<file path="src/rtl/gaussian_blur_3x3_rgb_defines.svh">
// Assertion macros for the 3x3 RGB blur.
// Taken in by the top level; needs nothing else.
`ifndef GAUSSIAN_BLUR_3X3_RGB_DEFINES_SVH
`define GAUSSIAN_BLUR_3X3_RGB_DEFINES_SVH

// Consequent must hold in the same cycle as the antecedent.
`define GB3_ASSERT_NOW(label, clk, rst_n, ante, cons, msg) \
    label: assert property (@(posedge clk) disable iff (!rst_n) (ante) |-> (cons)) \
        else $error(msg);

// Consequent must hold in the cycle after the antecedent.
`define GB3_ASSERT_NEXT(label, clk, rst_n, ante, cons, msg) \
    label: assert property (@(posedge clk) disable iff (!rst_n) (ante) |=> (cons)) \
        else $error(msg);

`endif

</file>
<file path="src/rtl/gb3_pkg.sv">
// Shared types and constants of the 3x3 RGB blur.
// No dependencies; used by the channel interfaces, the normalizer and the top level.
package gb3_pkg;

    localparam int CFG_IDX_W    = 4;
    localparam int CFG_DATA_W   = 16;
    localparam int WIDTH_REG_W  = 12;
    localparam int HEIGHT_REG_W = 16;
    localparam int ROW_W        = HEIGHT_REG_W + 1;
    localparam int SUM_W        = 12;
    localparam int SHIFT_W      = 3;
    localparam int RECIP_W      = 12;
    localparam int RSH_W        = 4;

    localparam logic [CFG_IDX_W-1:0] REG_IMAGE_WIDTH  = 4'd0;
    localparam logic [CFG_IDX_W-1:0] REG_IMAGE_HEIGHT = 4'd1;

    localparam logic [WIDTH_REG_W-1:0]  WIDTH_RESET  = 12'd640;
    localparam logic [HEIGHT_REG_W-1:0] HEIGHT_RESET = 16'd480;

    typedef logic [1:0] t_div_code;
    localparam t_div_code DIV_BY_ONE   = 2'd0;
    localparam t_div_code DIV_BY_THREE = 2'd1;
    localparam t_div_code DIV_BY_NINE  = 2'd2;

    // x / 3 == (x * 2731) >> 13 for x < 8192; x / 9 == (x * 3641) >> 15 for x < 32768
    localparam logic [RECIP_W-1:0] RECIP_THREE = 12'd2731;
    localparam logic [RECIP_W-1:0] RECIP_NINE  = 12'd3641;
    localparam logic [RSH_W-1:0]   RSH_THREE   = 4'd13;
    localparam logic [RSH_W-1:0]   RSH_NINE    = 4'd15;

    // chan0 in [0], chan1 in [1], chan2 in [2]
    typedef logic [2:0][7:0] t_rgb;

    typedef struct packed {
        logic [SHIFT_W-1:0] shift;
        t_div_code          div;
    } t_norm_ctl;

endpackage

</file>
<file path="src/rtl/gb3_norm.sv">
// Normalizer for one channel: divides a weighted sum by 2^a * 3^b, truncating.
// Depends on gb3_pkg for the control struct and reciprocal constants.
module gb3_norm (
    input  logic [gb3_pkg::SUM_W-1:0] i_sum,
    input  gb3_pkg::t_norm_ctl        i_ctl,
    output logic [7:0]                o_q
);
    import gb3_pkg::*;

    localparam int PROD_W = SUM_W + RECIP_W;

    logic [SUM_W-1:0]   x;
    logic [RECIP_W-1:0] mult;
    logic [RSH_W-1:0]   rsh;
    logic [PROD_W-1:0]  prod;
    logic [PROD_W-1:0]  quo;

    assign x = i_sum >> i_ctl.shift;

    always_comb begin
        unique case (i_ctl.div)
            DIV_BY_THREE: begin
                mult = RECIP_THREE;
                rsh  = RSH_THREE;
            end
            DIV_BY_NINE: begin
                mult = RECIP_NINE;
                rsh  = RSH_NINE;
            end
            default: begin
                mult = RECIP_W'(1);
                rsh  = '0;
            end
        endcase
    end

    assign prod = PROD_W'(x) * PROD_W'(mult);
    assign quo  = prod >> rsh;
    assign o_q  = quo[7:0];

endmodule

</file>
<file path="config.mk">
export PLATFORM = sky130hd
export DESIGN_NAME = gb3_norm
export DESIGN_NICKNAME = d
export VERILOG_FILES = /design/src/rtl/gaussian_blur_3x3_rgb_defines.svh /design/src/rtl/gb3_pkg.sv /design/src/rtl/gb3_norm.sv
export SDC_FILE = /design/constraint.sdc
export NUM_CORES = 1
export LEC_CHECK = 0
export ABC_CLOCK_PERIOD_IN_PS = 9700
export CAP_MARGIN = 20
export CORE_ASPECT_RATIO = 1.2
export CORE_MARGIN = 2
export CORE_UTILIZATION = 50
export DETAILED_ROUTE_END_ITERATION = 10
export DONT_BUFFER_PORTS = 1
export GPL_TIMING_DRIVEN = 0
export PLACE_DENSITY = 0.73
export SETUP_SLACK_MARGIN = 0.4
export SYNTH_ARGS = -nofsm -noshare
export SYNTH_HDL_FRONTEND = slang
export SYNTH_SLANG_ARGS = --single-unit
</file>
<file path="constraint.sdc">
create_clock -name vclk -period 9.7
set_input_delay 1.94 -clock vclk [all_inputs]
set_output_delay 1.94 -clock vclk [all_outputs]
set_load 0.1 [all_outputs]
</file>
==> impl_results.md, run 1 <==
* Worst Hold Depth at 4
* Core area at 7750 um^2
* Net Sw Power at 818 uW
* DP Worst Slack at -0.199 ns
* Via count at approximately 3400
* Setup ws final at 0.182 ns
* P&R area growth vs syn at 24.2%
* Drc violations at 0
* Unrepaired setup endpoints after global routing: yes
* Ant. Diodes at 0
* DRT Wirelength at 10200 um
* Crit path launch type: input pin
* Worst slew margin at 65.8%
* FMAX at 105 MHz
* Pint at approximately 570 uW
* HP Start: i_ctl[1]
* WHS Endpoint: o_q[2]
* Post-Synthesis Cells at roughly 480
* Clock buffer cells at 0
* Count of cell types in the netlist at 53
* Fin crit share at a little over nine tenths
* Min cycle time layout at 9.52 ns
* Slew @ Worst Pin at about 0.5 ns
* Mapped cell area at ~4000 um^2
* Seq cells at 0
* 1st-iter DRT viols at approximately 120
* Max FO, Critical Path at 6
* Initial antenna violation count at 0
* Initial core utilization at 52.0%
* DPL Wire Length at 7950 um
* Commonest cells after routing, fill and taps aside: inv_1, ha_1, fa_1
* Share of cells above drive strength 1 at around 28%
* Syn_area_per_cell at around 8.5 um^2
* First-pass GRT wire length at about 17000 um
* Avg WL per Cell at about 17 um
* Combinational power share at 100.0%
* Sequence of cells on the critical path: buf_12 -> buf_12 -> mux2_4 -> nor2_4 -> a21oi_4 -> mux2i_2 -> buf_4 -> nor2_4 -> fa_2 -> ha_2 -> ha_1 -> inv_1 -> fa_1 -> fa_1 -> inv_1 -> ha_4 -> o21ai_1 -> a211oi_4 -> nor2_2 -> o21a_1 -> o311ai_2 -> xor2_1 -> mux4_2
* Setup Viol. Count Final at 0
* Mapped Nets at around 620
* Critical Path End Type: output pin
* GR Util All Layers at 24.5%
* Delay of the slowest critical-path stage at between 0.6 and 0.7 ns
* P_leak at roughly 0.0025 uW
* Net Sw Frac at about three fifths
* Rows at 35
* Pwr dens at approximately 280 nW/um^2
* Sum of buffers and inverters on the critical path at 5
* Fin. Hold Viols at 0
* Hold Path Class: input pin to output pin
* Die area at 8800 um^2
* Die W at between 80 and 90 um
* Most common cell after layout, fill and taps aside: inv_1
* Max VDD drop at ~0.20 mV
* Register share of total power at 0%
* Number of global-route vias before repair at ~3700
* Seq/Total Area, Yosys at 0%
* Req. time, crit path at between 7 and 8 ns
* GPL Wtd Cong at between 0.9 and 1
* Slew Viols, Final at 0
* CP max stage cell: mux4_2
* Largest net degree at the start of global routing at 11
* Run status: finished, final reports clean
* Max-cap violations at 0
* DIE HEIGHT at ~100 um
* CP Class: input pin to output pin
* Register area at 0 um^2
* Arrival @ worst endpoint at about 7.6 ns
* Warnings from Yosys at 0
* Via density at 5.64
* GR Overflow Total at 0
* Clk pwr share at 0%
* Min Hold Slack at ~4.6 ns
* Routed Antenna Nets at 0
* DRT Pass-1 Iters at 5
* # port buffers at 0
* Boundary pin count at 25
* Layout Nets at around 660
* CP top delay family: adder cells
[layer usage]
| metal | wire, um | global-route usage, % |
|---|---|---|
| met1 | 4090 | 28.8 |
| met2 | 5430 | 47.2 |
| met3 | 361 | 2.34 |
| met4 | 274 | 6.72 |
| met5 | 0 | 0 |
[power by group through the flow]
stage	Combinational, uW	Sequential (uW)	Clock, uW
finish	1380	0	0
global route	1500	0	0
CTS	1310	0	0
detailed placement	1090	0	0
global placement	1050	0	0
floorplan	892	0	0
[logic make-up after synthesis]
family / count (synthesis) / share of synthesized area (%)
AOI/OAI and AO/OA: 71 / 12.3
xor gates and xnor gates: 18 / 3.91
adders and majority gates: 129 / 49.7
buffers and inverters: 133 / 13.5
muxes: 22 / 7.08
and+or+nand+nor: 103 / 13.5
[worst min-delay path: stages]
cell,delay [ns]
ha_1,0.24
or2_2,0.18
o221ai_2,0.12
buf_8,0.19
[final cells by class]
| cell class | count | area, um^2 |
|---|---|---|
| multi-input combinational | 343 | 4010 |
| timing repair buffer | 33 | 304 |
| inverter | 118 | 443 |
| tap | 92 | 115 |
| buffer | 15 | 136 |
| fill | 627 | 2740 |
[stage by stage]
| step | util [%] | instance area [um^2] | instances | total power [uW] | setup TNS (ns) |
|---|---|---|---|---|---|
| floorplan | - | 4100 | 476 | 892 | -1.42 |
| global placement | 54.4 | 4220 | 568 | 1050 | -2.62 |
| detailed placement | 54.9 | 4260 | 570 | 1090 | -0.342 |
| CTS | 62.5 | 4850 | 593 | 1310 | 0 |
| global route | 64.6 | 5010 | 601 | 1500 | 0 |
| finish | 64.6 | 5010 | 601 | 1380 | 0 |
[synthesized netlist by cell type (3+ instances only)]
cell type | count | share of area (%)
nand4_1 | 3 | 0.47
o21ai_0 | 11 | 1.4
nor2_1 | 20 | 1.9
clkbuf_1 | 8 | 0.75
nor2b_1 | 16 | 2.5
inv_1 | 118 | 11
o21ai_1 | 3 | 0.37
ha_1 | 77 | 24
and2_1 | 10 | 1.6
fa_1 | 52 | 26
nand2_1 | 26 | 2.4
nand3_1 | 4 | 0.50
xnor2_1 | 11 | 2.4
a211oi_1 | 4 | 0.75
o21a_1 | 5 | 0.93
a21o_1 | 3 | 0.56
mux2i_1 | 15 | 3.7
a21oi_1 | 22 | 2.7
xor2_1 | 7 | 1.5
mux4_2 | 5 | 2.8
nand2b_1 | 9 | 1.4
nor3_1 | 5 | 0.62
[what timing repair did]
item / 4_1_cts / 5_1_grt
endpoints found under the setup margin: 8 / 8
hold buffers: 0 / 0
setup buffers: 22 / 8
pin swaps: 41 / 28
gates cloned: 1 / 0
gates resized for setup: 84 / 21
[worst max-delay path by stage]
| stage | start | to | slack, ns | cells past startpoint |
|---|---|---|---|---|
| 5_1_grt | i_ctl[2] | o_q[5] | 0.07 | 20 |
| 3_3_place_gp | i_ctl[2] | o_q[0] | -1.47 | 20 |
| 4_1_cts | i_ctl[2] | o_q[5] | 0.26 | 24 |
| 6_report | i_ctl[2] | o_q[3] | 0.18 | 23 |
| 2_1_floorplan | i_ctl[2] | o_q[0] | -0.96 | 22 |
| 3_5_place_dp | i_ctl[2] | o_q[5] | -0.20 | 21 |
No activity file was read; power rests on OpenSTA's default activity.
==> run 2: changes to the inputs <==
--- a/config.mk
+++ b/config.mk
@@ -5,15 +5,18 @@
 export SDC_FILE = /design/constraint.sdc
 export NUM_CORES = 1
 export LEC_CHECK = 0
+export ABC_AREA = 0
 export ABC_CLOCK_PERIOD_IN_PS = 9700
 export CAP_MARGIN = 20
+export CELL_PAD_IN_SITES_DETAIL_PLACEMENT = 1
+export CELL_PAD_IN_SITES_GLOBAL_PLACEMENT = 1
 export CORE_ASPECT_RATIO = 1.2
 export CORE_MARGIN = 2
-export CORE_UTILIZATION = 50
+export CORE_UTILIZATION = 47
 export DETAILED_ROUTE_END_ITERATION = 10
 export DONT_BUFFER_PORTS = 1
 export GPL_TIMING_DRIVEN = 0
-export PLACE_DENSITY = 0.73
+export PLACE_DENSITY = 0.85
 export SETUP_SLACK_MARGIN = 0.4
 export SYNTH_ARGS = -nofsm -noshare
 export SYNTH_HDL_FRONTEND = slang
==> run 2 against run 1 <==
  * Sequential share of layout area unchanged
  * Combinational power up 17%
  * The run now ends with negative setup slack left
  * Global-route usage up 5.5 points
  * Non-clock buffer count up 4
  * First-iteration DRC count up 94%
  * Die area up 6.1%
  * Critical endpoint is now o_q[5]
  * Largest cell class unchanged
  * Largest power group unchanged
==> impl_results.md, run 2 (synthesis gave the netlist of run 1 again) <==
* Slew @ Worst Pin at 0.764 ns (was 0.508 ns)
* Total power at 1620 uW (was 1380 uW)
* Die area at 9330 um^2 (was 8800 um^2)
* Core area at 8470 um^2 (was 7750 um^2)
* Failing checks: negative setup slack
* Arrival @ worst endpoint at 7.97 ns (was 7.58 ns)
* Fin. Hold Viols at 0 (unchanged)
* Fin crit share at 102% (was 98.1%)
* Net Sw Power at 996 uW (was 818 uW)
* Avg WL per Cell at 25.4 um (was 16.9 um)
* Slew Viols, Final at 0 (unchanged)
* Largest net degree at the start of global routing at 11 (unchanged)
* Critical Path End Type: output pin (unchanged)
* Drc violations at 0 (unchanged)
* Busiest metal layer after global routing: met2 (unchanged)
* DPL Wire Length at 9320 um (was 7950 um)
* Max FO, Critical Path at 6 (unchanged)
* Hold Path Class: input pin to output pin (unchanged)
* Max-cap violations at 0 (unchanged)
* DIE HEIGHT at 105 um (was 102 um)
* Met1 Usage GRT at 35.1% (was 28.8%)
* Register share of total power at 0% (about the same)
* Fillers at 930 (was 627)
* Boundary pin count at 25 (unchanged)
* Ant. Diodes at 0 (unchanged)
* GR Util All Layers at 30.1% (was 24.5%)
* Share of cells above drive strength 1 at 32.7% (was 28.5%)
* Pint at 623 uW (was 566 uW)
* Setup TNS at -0.611 ns (was 0 ns)
* P&R area growth vs syn at 29.9% (was 24.2%)
* Post-layout util at 61.8% (was 64.6%)
* Routed Antenna Nets at 0 (unchanged)
* # port buffers at 0 (unchanged)
* GR Overflow Total at 0 (unchanged)
* Clk pwr share at 0% (about the same)
* Layout Nets at 661 (was 657)
* Net Sw Frac at 61.5% (was 59.1%)
* FMAX at 101 MHz (was 105 MHz)
* GRT met2 Usage at 54.0% (was 47.2%)
* Min cycle time layout at 9.91 ns (was 9.52 ns)
* Number of global-route vias before repair at 4258 (was 3676)
* Hold-fix buffers at CTS at 0 (unchanged)
* Setup Viol. Count Final at 5 (was 0)
* Run status: finished, violations left (was finished, final reports clean)
* Seq cells at 0 (unchanged)
* 1st-iter DRT viols at 225 (was 116)
* DRT Wirelength at 16000 um (was 10200 um)
* Most common cell after layout, fill and taps aside: inv_1 (unchanged)
* Via density at 6.02 (was 5.64)
* Met3 Use GR at 2.19% (was 2.34%)
* P_leak at 0.00254 uW (was 0.00250 uW)
* Req. time, crit path at 7.76 ns (about the same)
* Die W at 88.5 um (was 86.0 um)
* Rows at 37 (was 35)
* Via count at 3794 (was 3390)
* Crit path launch type: input pin (unchanged)
* First-pass GRT wire length at 21700 um (was 17200 um)
* Commonest cells after routing, fill and taps aside: inv_1, ha_1, fa_1 (unchanged)
* Clock buffer cells at 0 (unchanged)
* Max VDD drop at 0.211 mV (was 0.203 mV)
* DP Worst Slack at -0.407 ns (was -0.199 ns)
* Initial core utilization at 47.6% (was 52.0%)
* Multi-input logic area at 4160 um^2 (was 4010 um^2)
* Register area at 0 um^2 (unchanged)
* Pwr dens at 309 nW/um^2 (was 276 nW/um^2)
* Setup ws final at -0.206 ns (was 0.182 ns)
* CP Class: input pin to output pin (unchanged)
* Combinational power share at 100.0% (about the same)
* Initial antenna violation count at 0 (unchanged)
* Worst slew margin at 50.6% (was 65.8%)
* Unrepaired setup endpoints after global routing: yes (unchanged)
* GPL Wtd Cong at 0.914 (was 0.931)
* DRT Pass-1 Iters at 6 (was 5)
[run 2: power groups by stage]
stage                     logic (uW)  registers, uW  clock network (uW)
after floorplan                  892              0                   0
after global placement          1060              0                   0
after detailed placement        1110              0                   0
after CTS                       1310              0                   0
after global routing            1700              0                   0
final                           1620              0                   0
[run 2: layer usage]
metal	vias up	routed length, um
li1	1619	-
met1	1961	6150
met2	159	8220
met3	55	805
met4	0	843
met5	-	0
[run 2: worst paths after layout]
kind	start	cells after the start	endpoint	slack (ns)
min	i_ctl[1]	4	o_q[2]	4.72
max	i_ctl[2]	24	o_q[5]	-0.21
[run 2: stage by stage]
stage	cells	hold WS, ns	cell area [um^2]
floorplan	476	4.61	4100
global placement	593	4.71	4250
detailed placement	594	4.63	4270
CTS	614	4.63	4800
global route	630	4.74	5240
finish	630	4.72	5240
[run 2: worst max-delay path, stage by stage]
cell      delay, ns
buf_12         0.12
buf_16         0.14
mux2i_4        0.22
nor3_1         0.45
nand2b_1       0.18
fa_1           0.53
inv_1          0.05
ha_1           0.33
inv_1          0.10
fa_1           0.58
inv_2          0.07
fa_1           0.53
inv_2          0.05
fa_2           0.52
inv_2          0.04
ha_4           0.25
buf_6          0.10
nand4_1        0.15
nor2_1         0.20
o21ai_1        0.12
nor3b_4        0.18
nor3_2         0.27
a211oi_4       0.07
mux4_2         0.74
[run 2: layout make-up]
class / instances / area share, %
Multi-Input combinational cell: 343 / 79.4
Tap cell: 117 / 2.80
Inverter: 118 / 8.53
Buffer: 15 / 2.72
Timing Repair Buffer: 37 / 6.52
[run 2: timing repair]
action | CTS | global route
cloned | 1 | 0
setup buffers | 19 | 16
setup endpoints to repair | 8 | 8
gates resized for setup | 75 | 74
pin swaps | 37 | 56
